==> src/hw/rtl/dia_pkg.sv <==
// shared types, constants and calendar tables for the date interval adder
`timescale 1ns / 1ps
package dia_pkg;

  typedef enum logic [1:0] {
    FN_DAYS   = 2'd0,
    FN_MONTHS = 2'd1,
    FN_YEARS  = 2'd2,
    FN_NONE   = 2'd3
  } func_t;

  typedef enum logic [1:0] {
    ST_OK    = 2'd0,
    ST_RANGE = 2'd1,
    ST_UNIT  = 2'd2
  } status_t;

  // register stages of the split unit and of the rebuild unit
  localparam int SIDE_DEPTH = 6;
  localparam int TAIL_DEPTH = 4;

  // day count limits and year limits
  localparam logic signed [32:0] DAYS_MIN = -33'sd11000000;
  localparam logic signed [32:0] DAYS_MAX = 33'sd11000000;
  localparam logic signed [33:0] YEAR_MIN = -34'sd32767;
  localparam logic signed [33:0] YEAR_MAX = 34'sd32767;

  // offsets that make dividends non-negative (multiples of the divisor)
  localparam logic [25:0] U_OFS    = 26'd12407228;  // 719468 + 80 eras
  localparam logic [15:0] Y_OFS    = 16'd32000;     // 80 eras of 400 years
  localparam logic [21:0] UA_OFS   = 22'd1048584;   // 12 * 87382
  localparam logic [18:0] UA_QOFS  = 19'd87382;
  localparam logic [16:0] V_OFS    = 17'd32800;     // 82 eras of 400 years
  localparam logic [25:0] RES_OFS  = 26'd12699422;  // 719468 + 82 eras of days
  localparam logic [24:0] ERA_DAYS = 25'd146097;

  // reciprocals for exact division by constants
  localparam logic [25:0] M_ERA   = 26'd60207212;  // /146097, shift 43
  localparam logic [18:0] M_1460  = 19'd367720;    // shift 29
  localparam logic [18:0] M_36524 = 19'd470373;    // shift 34
  localparam logic [18:0] M_365   = 19'd367720;    // shift 27
  localparam logic [9:0]  M_100S  = 10'd656;       // small values, shift 16
  localparam logic [11:0] M_153   = 12'd3427;      // shift 19
  localparam logic [22:0] M_12    = 23'd5592406;   // shift 26
  localparam logic [17:0] M_400   = 18'd167773;    // shift 26
  localparam logic [17:0] M_100   = 18'd167773;    // shift 24

  typedef struct packed {
    logic signed [16:0] y;
    logic [3:0]         mon0;  // month minus one
    logic [4:0]         day;
  } date_t;

  typedef struct packed {
    logic signed [15:0] y;
    logic [3:0]         mon;   // 1..12
    logic [4:0]         day;
  } ymd_t;

  typedef struct packed {
    logic               valid;
    func_t              func;
    logic               start_bad;
    logic               day_bad;
    logic [24:0]        day_res;
    logic               amt_big;
    logic signed [31:0] amt;
    logic [21:0]        ua;
    logic [17:0]        q12;
    logic [3:0]         add_m;
    logic signed [18:0] add_y;
  } side_t;

  typedef struct packed {
    logic        valid;
    func_t       func;
    logic        start_bad;
    logic        day_bad;
    logic [24:0] day_res;
    logic        ymd_bad;
  } tail_t;

  // days before a month, months counted from march
  function automatic logic [8:0] mday_tbl(input logic [3:0] mp);
    logic [8:0] r;
    unique case (mp)
      4'd0:    r = 9'd0;
      4'd1:    r = 9'd31;
      4'd2:    r = 9'd61;
      4'd3:    r = 9'd92;
      4'd4:    r = 9'd122;
      4'd5:    r = 9'd153;
      4'd6:    r = 9'd184;
      4'd7:    r = 9'd214;
      4'd8:    r = 9'd245;
      4'd9:    r = 9'd275;
      4'd10:   r = 9'd306;
      4'd11:   r = 9'd337;
      default: r = 9'd0;
    endcase
    return r;
  endfunction

  function automatic logic [4:0] month_len(input logic [3:0] mon, input logic leap);
    logic [4:0] r;
    unique case (mon)
      4'd2:                      r = leap ? 5'd29 : 5'd28;
      4'd4, 4'd6, 4'd9, 4'd11:   r = 5'd30;
      default:                   r = 5'd31;
    endcase
    return r;
  endfunction

endpackage

==> src/hw/rtl/dia_split.sv <==
// pipelined split of a day count into year, month and day
`timescale 1ns / 1ps
module dia_split import dia_pkg::*; (
  input  logic        clk,
  input  logic        en,
  input  logic [24:0] u,
  output date_t       date
);

  logic [24:0] u_b;
  logic [7:0]  era_b, era_c, era_d, era_e;
  logic [17:0] doe_c, doe_d, doe_e, t_d;
  logic [8:0]  yoe_e, doy_f;
  logic [15:0] yb_f;

  logic [50:0] p_era;
  logic [24:0] era_days;
  logic [24:0] doe_full;
  logic [36:0] p_a, p_b, p_t;
  logic        c_last;
  logic [17:0] t_calc;
  logic [18:0] p_c;
  logic [17:0] doy_full;
  logic [15:0] yb_calc;
  logic [10:0] x5;
  logic [22:0] p_m;
  logic [3:0]  mp;
  logic [8:0]  day_full;
  date_t       date_next;

  assign p_era    = u * M_ERA;
  assign era_days = 25'(era_b) * ERA_DAYS;
  assign doe_full = u_b - era_days;

  assign p_a    = doe_c * M_1460;
  assign p_b    = doe_c * M_36524;
  assign c_last = (doe_c == 18'd146096);
  assign t_calc = doe_c - 18'(p_a[36:29]) + 18'(p_b[36:34]) - 18'(c_last);

  assign p_t = t_d * M_365;

  assign p_c      = 19'(yoe_e) * 19'(M_100S);
  assign doy_full = doe_e - (18'(yoe_e) * 18'd365 + 18'(yoe_e[8:2]) - 18'(p_c[18:16]));
  assign yb_calc  = 16'(yoe_e) + 16'(era_e) * 16'd400;

  assign x5       = 11'(doy_f) * 11'd5 + 11'd2;
  assign p_m      = 23'(x5) * 23'(M_153);
  assign mp       = p_m[22:19];
  assign day_full = doy_f - mday_tbl(mp) + 9'd1;

  always_comb begin
    date_next.day  = day_full[4:0];
    date_next.mon0 = (mp < 4'd10) ? mp + 4'd2 : mp - 4'd10;
    date_next.y    = $signed(17'(yb_f) - 17'(Y_OFS) + 17'(mp >= 4'd10));
  end

  always_ff @(posedge clk) begin
    if (en) begin
      u_b   <= u;
      era_b <= p_era[50:43];
      doe_c <= doe_full[17:0];
      era_c <= era_b;
      t_d   <= t_calc;
      doe_d <= doe_c;
      era_d <= era_c;
      yoe_e <= p_t[35:27];
      doe_e <= doe_d;
      era_e <= era_d;
      doy_f <= doy_full[8:0];
      yb_f  <= yb_calc;
      date  <= date_next;
    end
  end

endmodule

==> src/hw/rtl/dia_build.sv <==
// pipelined clamp to month end and rebuild of the day count
`timescale 1ns / 1ps
module dia_build import dia_pkg::*; (
  input  logic        clk,
  input  logic        en,
  input  ymd_t        ymd,
  output logic [24:0] res
);

  logic [16:0] v_i, vp_i;
  logic [10:0] q100_i;
  logic [7:0]  era_i, era_j, era_k;
  logic [3:0]  mon_i;
  logic [4:0]  day_i;
  logic [8:0]  yoe_j, doy_j;
  logic [17:0] doe_k;

  logic [16:0] v_calc, vp_calc;
  logic [34:0] p_v, p_vp;
  logic [16:0] r100_full, yoe_full;
  logic        leap;
  logic [4:0]  lim, dc;
  logic [3:0]  mp2;
  logic [8:0]  doy_calc;
  logic [18:0] p_y;
  logic [17:0] doe_calc;
  logic [25:0] res_calc;

  assign v_calc  = 17'(ymd.y) + V_OFS;
  assign vp_calc = v_calc - 17'(ymd.mon <= 4'd2);
  assign p_v     = 35'(v_calc) * 35'(M_100);
  assign p_vp    = 35'(vp_calc) * 35'(M_400);

  assign r100_full = v_i - 17'(q100_i) * 17'd100;
  assign leap      = (v_i[1:0] == 2'd0) &&
                     ((r100_full[6:0] != 7'd0) || (q100_i[1:0] == 2'd0));
  assign lim       = month_len(mon_i, leap);
  assign dc        = (day_i > lim) ? lim : day_i;
  assign yoe_full  = vp_i - 17'(era_i) * 17'd400;
  assign mp2       = (mon_i > 4'd2) ? mon_i - 4'd3 : mon_i + 4'd9;
  assign doy_calc  = mday_tbl(mp2) + 9'(dc) - 9'd1;

  assign p_y      = 19'(yoe_j) * 19'(M_100S);
  assign doe_calc = 18'(yoe_j) * 18'd365 + 18'(yoe_j[8:2]) - 18'(p_y[18:16]) + 18'(doy_j);

  assign res_calc = 26'(era_k) * 26'(ERA_DAYS) + 26'(doe_k) - RES_OFS;

  always_ff @(posedge clk) begin
    if (en) begin
      v_i    <= v_calc;
      q100_i <= p_v[34:24];
      vp_i   <= vp_calc;
      era_i  <= p_vp[33:26];
      mon_i  <= ymd.mon;
      day_i  <= ymd.day;
      yoe_j  <= yoe_full[8:0];
      doy_j  <= doy_calc;
      era_j  <= era_i;
      doe_k  <= doe_calc;
      era_k  <= era_j;
      res    <= res_calc[24:0];
    end
  end

endmodule

==> src/hw/rtl/date_interval_add.sv <==
// top level of the date interval adder: input stage, side pipeline, month carry, output
`timescale 1ns / 1ps
//
// channel | handshake              | payload
// item    | item_valid, item_ready | func, start_days, amount
// result  | res_valid, res_ready   | result_days, status
//
// one transaction per cycle while not stalled, one result per transaction, in order
// path: input stage, six split stages, carry stage, four rebuild
//   stages, output register; the split into year/month/day is the longest part
// rst clears every valid bit; payload registers are not reset
// a stalled output freezes the whole pipeline, so nothing is lost or repeated
module date_interval_add import dia_pkg::*; (
  input  logic               clk,
  input  logic               rst,
  input  logic               item_valid,
  output logic               item_ready,
  input  logic [1:0]         func,
  input  logic signed [31:0] start_days,
  input  logic signed [31:0] amount,
  output logic               res_valid,
  input  logic               res_ready,
  output logic signed [24:0] result_days,
  output logic [1:0]         status
);

  // global advance: whole pipeline moves unless the output is held
  logic en;
  assign en         = !res_valid || res_ready;
  assign item_ready = en;

  // input stage
  logic               start_bad;
  logic signed [32:0] dsum;
  logic [25:0]        us;
  side_t              sa, sa_next;
  logic [24:0]        u_a;

  assign start_bad = (33'(start_days) < DAYS_MIN) || (33'(start_days) > DAYS_MAX);
  assign dsum      = 33'(start_days) + 33'(amount);
  assign us        = 26'($signed(start_days[24:0])) + U_OFS;

  always_comb begin
    sa_next.valid     = item_valid;
    sa_next.func      = func_t'(func);
    sa_next.start_bad = start_bad;
    sa_next.day_bad   = (dsum < DAYS_MIN) || (dsum > DAYS_MAX);
    sa_next.day_res   = dsum[24:0];
    // month counts beyond 2^20 always leave the year range
    sa_next.amt_big   = !((&amount[31:20]) || (~|amount[31:20]));
    sa_next.amt       = amount;
    sa_next.ua        = 22'($signed(amount[20:0])) + UA_OFS;
    sa_next.q12       = '0;
    sa_next.add_m     = '0;
    sa_next.add_y     = '0;
  end

  // side pipeline, aligned with the split unit
  side_t       sb [SIDE_DEPTH];
  side_t       sb0_next, sb1_next;
  logic [44:0] p12;
  logic [21:0] rem12;

  assign p12   = 45'(sa.ua) * 45'(M_12);
  assign rem12 = sb[0].ua - 22'(sb[0].q12) * 22'd12;

  always_comb begin
    sb0_next     = sa;
    sb0_next.q12 = p12[43:26];
    sb1_next       = sb[0];
    sb1_next.add_m = rem12[3:0];
    sb1_next.add_y = $signed({1'b0, sb[0].q12}) - $signed(UA_QOFS);
  end

  date_t date;

  dia_split u_split (
    .clk  (clk),
    .en   (en),
    .u    (u_a),
    .date (date)
  );

  // month carry and year range check
  side_t              sl;
  logic [3:0]         addm;
  logic [4:0]         idx;
  logic               carry;
  logic signed [33:0] addy;
  logic signed [33:0] ny;
  tail_t              h, h_next;
  ymd_t               hy, hy_next;

  assign sl    = sb[SIDE_DEPTH-1];
  assign addm  = (sl.func == FN_MONTHS) ? sl.add_m : 4'd0;
  assign idx   = 5'(date.mon0) + 5'(addm);
  assign carry = (idx >= 5'd12);
  assign addy  = (sl.func == FN_YEARS) ? 34'(sl.amt) : 34'(sl.add_y);
  assign ny    = 34'(date.y) + addy + 34'(carry);

  always_comb begin
    h_next.valid     = sl.valid;
    h_next.func      = sl.func;
    h_next.start_bad = sl.start_bad;
    h_next.day_bad   = sl.day_bad;
    h_next.day_res   = sl.day_res;
    h_next.ymd_bad   = ((sl.func == FN_MONTHS) && sl.amt_big) ||
                       (ny < YEAR_MIN) || (ny > YEAR_MAX);
    hy_next.y   = ny[15:0];
    hy_next.mon = carry ? 4'(idx - 5'd11) : 4'(idx + 5'd1);
    hy_next.day = date.day;
  end

  logic [24:0] bres;

  dia_build u_build (
    .clk (clk),
    .en  (en),
    .ymd (hy),
    .res (bres)
  );

  // tail delay and output register
  tail_t       tq [TAIL_DEPTH];
  tail_t       tl;
  logic [24:0] res_next;
  status_t     st_next;

  assign tl = tq[TAIL_DEPTH-1];

  always_comb begin
    res_next = '0;
    st_next  = ST_OK;
    if (tl.start_bad) begin
      st_next = ST_RANGE;
    end else begin
      unique case (tl.func)
        FN_DAYS: begin
          if (tl.day_bad) st_next = ST_RANGE;
          else res_next = tl.day_res;
        end
        FN_MONTHS, FN_YEARS: begin
          if (tl.ymd_bad) st_next = ST_RANGE;
          else res_next = bres;
        end
        default: begin
          st_next = ST_UNIT;
        end
      endcase
    end
  end

  always_ff @(posedge clk) begin
    if (rst) begin
      sa.valid  <= 1'b0;
      h.valid   <= 1'b0;
      res_valid <= 1'b0;
      for (int i = 0; i < SIDE_DEPTH; i++) begin
        sb[i].valid <= 1'b0;
      end
      for (int i = 0; i < TAIL_DEPTH; i++) begin
        tq[i].valid <= 1'b0;
      end
    end else if (en) begin
      sa    <= sa_next;
      u_a   <= us[24:0];
      sb[0] <= sb0_next;
      sb[1] <= sb1_next;
      for (int i = 2; i < SIDE_DEPTH; i++) begin
        sb[i] <= sb[i-1];
      end
      h     <= h_next;
      hy    <= hy_next;
      tq[0] <= h;
      for (int i = 1; i < TAIL_DEPTH; i++) begin
        tq[i] <= tq[i-1];
      end
      res_valid   <= tl.valid;
      result_days <= res_next;
      status      <= st_next;
    end
  end

  // failed transactions carry a zero date
  a_err_zero: assert property (@(posedge clk) disable iff (rst)
    (res_valid && status != ST_OK) |-> (result_days == 25'sd0))
    else $error("non-zero date on failed transaction");

  // good results stay inside the reachable date span
  a_res_span: assert property (@(posedge clk) disable iff (rst)
    (res_valid && status == ST_OK) |->
      (result_days >= -25'sd12800000 && result_days <= 25'sd11300000))
    else $error("result date outside reachable span");

  // nothing leaves the pipeline right after reset
  a_rst_empty: assert property (@(posedge clk)
    (!rst && $past(rst)) |-> !res_valid)
    else $error("result valid straight after reset");

endmodule
==> config.mk <==
export PLATFORM = sky130hd
export DESIGN_NAME = date_interval_add
export DESIGN_NICKNAME = d
export VERILOG_FILES = /design/src/hw/rtl/dia_pkg.sv /design/src/hw/rtl/dia_split.sv /design/src/hw/rtl/dia_build.sv /design/src/hw/rtl/date_interval_add.sv
export SDC_FILE = /design/constraint.sdc
export NUM_CORES = 2
export LEC_CHECK = 0
export BUFFER_PORTS_ARGS = -buffer_cell sky130_fd_sc_hd__buf_2
export CAP_MARGIN = 0
export CORE_MARGIN = 10
export CORE_UTILIZATION = 59
export DETAILED_ROUTE_END_ITERATION = 8
export PLACE_DENSITY = 0.8
export SKIP_CTS_REPAIR_TIMING = 1
export SLEW_MARGIN = 20
export SYNTH_ARGS = -nofsm -noshare
export SYNTH_HDL_FRONTEND = slang
export SYNTH_SLANG_ARGS = --single-unit
==> constraint.sdc <==
create_clock -name clk -period 31.9 [get_ports clk]
set_input_delay 6.38 -clock clk [delete_from_list [all_inputs] [get_ports clk]]
set_output_delay 6.38 -clock clk [all_outputs]
set_load 0.02 [all_outputs]
* Word-level counts from Yosys, hierarchy flattened
Memory sizes are Yosys's and may differ from the RTL's. Cells that the tools add are included.
Word-level totals: register bits 479, RAM bits 880, memory bits (read-only) 288, output and inout bits 29, logic and storage cells 192, memories kept 4
Operators by class: add/sub/neg operators 38, $mul 19, magnitude comparators 12, equal/unequal tests 10, muxes and demuxes 29, bitwise logic cells 11, reductions and logical operators 21
Memory list:
- sb | words 6, bits a word 126, rd ports 6, clocked after memory_dff 0, wr ports 6, line date_interval_add.sv:59 | side_t sb [SIDE_DEPTH];
- (name not given) | words 16, bits a word 9, rd ports 1, clocked after memory_dff 0, wr ports 0, line dia_pkg.sv:86 | unique case (mp)
- (name not given) | words 16, bits a word 9, rd ports 1, clocked after memory_dff 0, wr ports 0, line dia_pkg.sv:86
- tq | words 4, bits a word 31, rd ports 4, clocked after memory_dff 0, wr ports 4, line date_interval_add.sv:124 | tail_t tq [TAIL_DEPTH];
Operators with widths (number):
- 25-bit 2-to-1 mux | 2
- 25-bit case mux with 2 select lines | 1
- 25-bit by 24-bit multiplier with 49-bit output, second input constant | 1
- 22-bit by 22-bit multiplier with 43-bit output, second input constant | 1
- 18-bit by 19-bit multiplier with 37-bit output, second input constant | 1
- 17-bit by 18-bit multiplier with 35-bit output, second input constant | 1
- 34-bit by 1-bit adder with 34-bit output | 1
- 34-bit adder | 1
- 34-bit by 16-bit > comparator with 1-bit output, second input constant | 1
- 34-bit by 16-bit less-than comparator with 1-bit output, second input constant | 1
- 17-bit by 18-bit multiplier with 34-bit output, second input constant | 1
- 18-bit by 16-bit multiplier with 34-bit output, second input constant | 1
- 34-bit 2-to-1 mux | 1
- 32-bit by 32-bit adder with 33-bit output | 1
- 33-bit by 25-bit > comparator with 1-bit output, second input constant | 1
- 33-bit by 25-bit less-than comparator with 1-bit output, second input constant | 1
- 18-bit by 16-bit multiplier with 33-bit output, second input constant | 1
- 32-bit by 25-bit > comparator with 1-bit output, second input constant | 1
- 32-bit by 25-bit less-than comparator with 1-bit output, second input constant | 1
- 9-bit by 6-bit multiplier with 15-bit output, second input constant | 2
- 25-bit by 18-bit adder with 25-bit output | 1
- 25-bit adder, second input constant | 1
- 8-bit by 18-bit multiplier with 25-bit output, second input constant | 1
- 25-bit by 24-bit subtractor with 25-bit output, second input constant | 1
- other kinds (68) | 114

* Depth between registers and ports, before layout
word-level depth 11, gate-level depth with buffers 43, gate-level depth less buffers 43

* Modules after synthesis
From an unflattened synthesis, not the netlist that was laid out.
Second synthesis, totals: cells, all modules 8002, area total of the unflattened synthesis 98487.0 µm²
By module, submodules not included:
- dia_split | instances 1, cells an instance 3507, area an instance 38733.4 µm², seq. area each 4924.7 µm²
- date_interval_add | instances 1, cells an instance 2451, area an instance 38376.8 µm², seq. area each 24503.5 µm²
- dia_build | instances 1, cells an instance 2044, area an instance 21376.8 µm², seq. area each 3453.3 µm²

* Worst setup path before layout
Ideal clock, no wire load.
kind input port to flip-flop, from input port res_ready, to memory sb[0][125] in the netlist's numbering (data pin), library setup time 289 ps, data arrival time 29878 ps, setup slack 1733 ps, stages 5, buffers on the path 2, path through nor2b_1 clkbuf_1 nor2_1 clkbuf_1 and2_1
RTL lines:
- from (decl) | line date_interval_add.sv:22 | input logic res_ready,
- to (decl) | line date_interval_add.sv:59

* Worst setup path in the final report
from input port res_ready, to output port item_ready
On the way: longest elaborated chain between the ends 1
RTL lines:
- 1-bit logical OR | line date_interval_add.sv:29 | assign en = !res_valid || res_ready;
- to (decl) | line date_interval_add.sv:17 | output logic item_ready,
Every way passes these cells.

==> results.py <==
metrics = {
    "status": {
        "outcome": "finished clean",
    },
    "placement": {
        "place_congestion": 0.945,
        "io_buffers": 98,
        "place_area_um2": 101000,
        "hpwl_um": 162000,
    },
    "floorplanning": {
        "ios": 99,
        "die_area_um2": 182000,
        "die_y_um": 427,
        "core_um2": 165000,
        "die_w_um": 427,
        "num_rows": 149,
        "start_util": 0.593,
    },
    "flow_run": {
        "cap_violations": 0,
    },
    "yosys": {
        "synth_fp_nets": 10900,
        "muxShareOfSynthArea": 0.00114,
        "avgSynthCellArea_um2": 12.3,
        "ys_types": 81,
        "yosys.area_share.simple": 0.0418,
        "synth_top_family_by_area": "adder cells",
        "synth_compound_area_frac": 0.0555,
        "synthFlopType": "edfxtp_1",
        "synth_cells": 7961,
        "synth-xor-area-share": 0.0334,
        "netlist_area_um2": 97800,
        "ys.warnings.count": 0,
        "async_reset_ff_frac": 0,
        "synth_edf_count": 1093,
        "synthAdderAreaFrac": 0.456,
        "ys_seq_area_frac": 0.336,
        "synth-seq-cells": 1096,
    },
    "route": {
        "num_vias": 57600,
        "drcViolationCount": 0,
        "ant_nets": 0,
        "wl_per_cell_um": 19.7,
        "dr.first_iter.drc_count": 3573,
        "drt_pass1_iterations": 8,
        "vias_per_cell": 5.51,
        "wl_um": 205000,
    },
    "timing": {
        "fin_crit_sh": 0.449,
        "fin_hold_ws_ps": 343,
        "maxSlewHeadroom": 0.301,
        "fin_crit_ps": 14330,
        "fmax_mhz": 69.8,
        "setup_violations": 0,
        "worstMarginPinSlew_ps": 1050,
        "final.setup.tns_ps": 0,
        "finalHoldViolCount": 0,
        "clock_skew_ps": 85.4,
        "maxSlewViolCount": 0,
        "rsz0062_at_grt": "false",
    },
    "layout": {
        "syn_to_final_growth_pct": 7.07,
        "final_area_um2": 105000,
        "drive_above_1_share": 0.0407,
        "layout_commonest_cell": "inv_1",
        "nets": 11100,
        "layout_common_cells": "1931 x inv_1, 1714 x ha_1, 1158 x fa_1, 1093 x edfxtp_1, 287 x xnor2_1",
    },
    "grt": {
        "grt_use_met2": 0.397,
        "grt_start_max_net_pins": 194,
        "grt_antenna_before_repair": 4,
        "use_met1": 0.308,
        "grt_pass1_vias": 62700,
        "met3_usage": 0.0290,
        "grt_usage": 0.231,
        "grt_overflow": 0,
        "top_usage_layer": "met2",
        "grt_pass1_wl_um": 335000,
    },
    "cts": {
        "clockBufferDepth": 3,
        "clk_latency_ps": 750,
        "clk_pin_slew_worst_paths_ps": 60,
        "root_buffer": "clkbuf_16",
        "tritoncts": "built",
        "numCtsBuffers": 108,
        "clkSinkCount": 1096,
        "cts_max_level": 3,
    },
    "worst_setup_path": {
        "crit_type": "primary input to output port",
        "cp_data_arrival_time_ps": 7950,
        "required_ps": 25520,
        "start_kind": "primary input",
        "crit_path_max_fanout": 63,
        "end_kind": "output port",
    },
    "hold_path": {
        "min_path_type": "flip-flop to flip-flop",
    },
}
==> sequential cells by signal (all words and copies together), names as in the netlist, 9 cells and up <==
name and cells:
u_split.date 26, u_split.yoe_e 9, u_split.doe_d 9, hy 25, u_split.doe_c 18, u_split.yb_f 16
u_build.res 25, u_split.doy_f 9, u_split.t_d 18, u_a 25, u_split.doe_e 9, u_build.yoe_j 9
sa 82, tq 124, h 31, u_build.doy_j 9, u_build.vp_i 9, u_build.doe_k 18
sb 502, result_days 25, u_split.u_b 18
==> final cells by class <==
class | count | area (um^2)
Clock buffer | 123 | 2760
Antenna cell | 1 | 2.50
Sequential cell | 1096 | 32900
Timing Repair Buffer | 129 | 764
Tap cell | 2189 | 2740
Multi-Input combinational cell | 4891 | 57500
Clock inverter | 76 | 781
Fill cell | 12100 | 60100
Inverter | 1934 | 7270
==> Yosys cell counts (18+ instances only) <==
library cell	count	area [um^2]
a211oi_1	27	203
a21o_1	145	1090
a21oi_1	201	1010
a22oi_1	27	203
a31oi_1	27	169
and2_1	26	163
and3_1	40	250
clkbuf_1	40	150
edfxtp_1	1093	32800
fa_1	1158	23200
ha_1	1714	21400
inv_1	1932	7250
nand2_1	201	754
nand2b_1	32	200
nand3_1	84	420
nand4_1	39	244
nor2_1	187	702
nor2b_1	36	225
nor3_1	90	450
nor4_1	23	144
o211ai_1	23	173
o21a_1	67	503
o21ai_0	115	576
o21bai_1	34	255
or3_1	18	113
xnor2_1	287	2510
xor2_1	86	753
==> worst paths after layout <==
check                              start  cells past startpoint  slack (ps)                        end
max                            res_ready                      4       17570                 item_ready
min reg2reg         sb[1][109]$_DFFE_PP_                      0         340       sb[2][109]$_DFFE_PP_
max reg2reg  u_split.doe_c[13]$_DFFE_PN_                     37       20940  u_split.t_d[16]$_DFFE_PN_
min                 sb[1][109]$_DFFE_PP_                      0         340       sb[2][109]$_DFFE_PP_
==> worst max-delay path: stages <==
cell,delay [ps]
buf_2,100
nor2b_1,710
inv_8,340
buf_2,300
==> cells by family (layout without fill, tap and decap cells) <==
family                   count (synthesis)  in the layout
multiplexers                            11             11
AO/OA/AOI/OAI                          804            804
adder cells (fa/ha/maj)               2872           2872
buffers and inverters                 1974           2262
AND/OR/NAND/NOR                        831            831
flip-flops                            1096           1096
XOR/XNOR                               373            373
other                                    0              1
==> per-layer routing <==
metal  up-vias  part of all wire
met4         2             0.031
met5         -          0.000054
met2      1537              0.49
met3       401             0.052
li1      26800                 -
met1     28900              0.42
==> metrics by stage <==
stage | setup slack (ps) | instances | util
after CTS | 17570 | 10400 | 0.635
final | 17570 | 10400 | 0.635
after floorplan | 1730 | 7961 | -
after global placement | 17680 | 10200 | 0.614
after detailed placement | 17640 | 10200 | 0.614
after global routing | 17440 | 10400 | 0.635
Power is not shown: default switching activity piles up to over one toggle a cycle in this logic, so the estimate is an artifact.
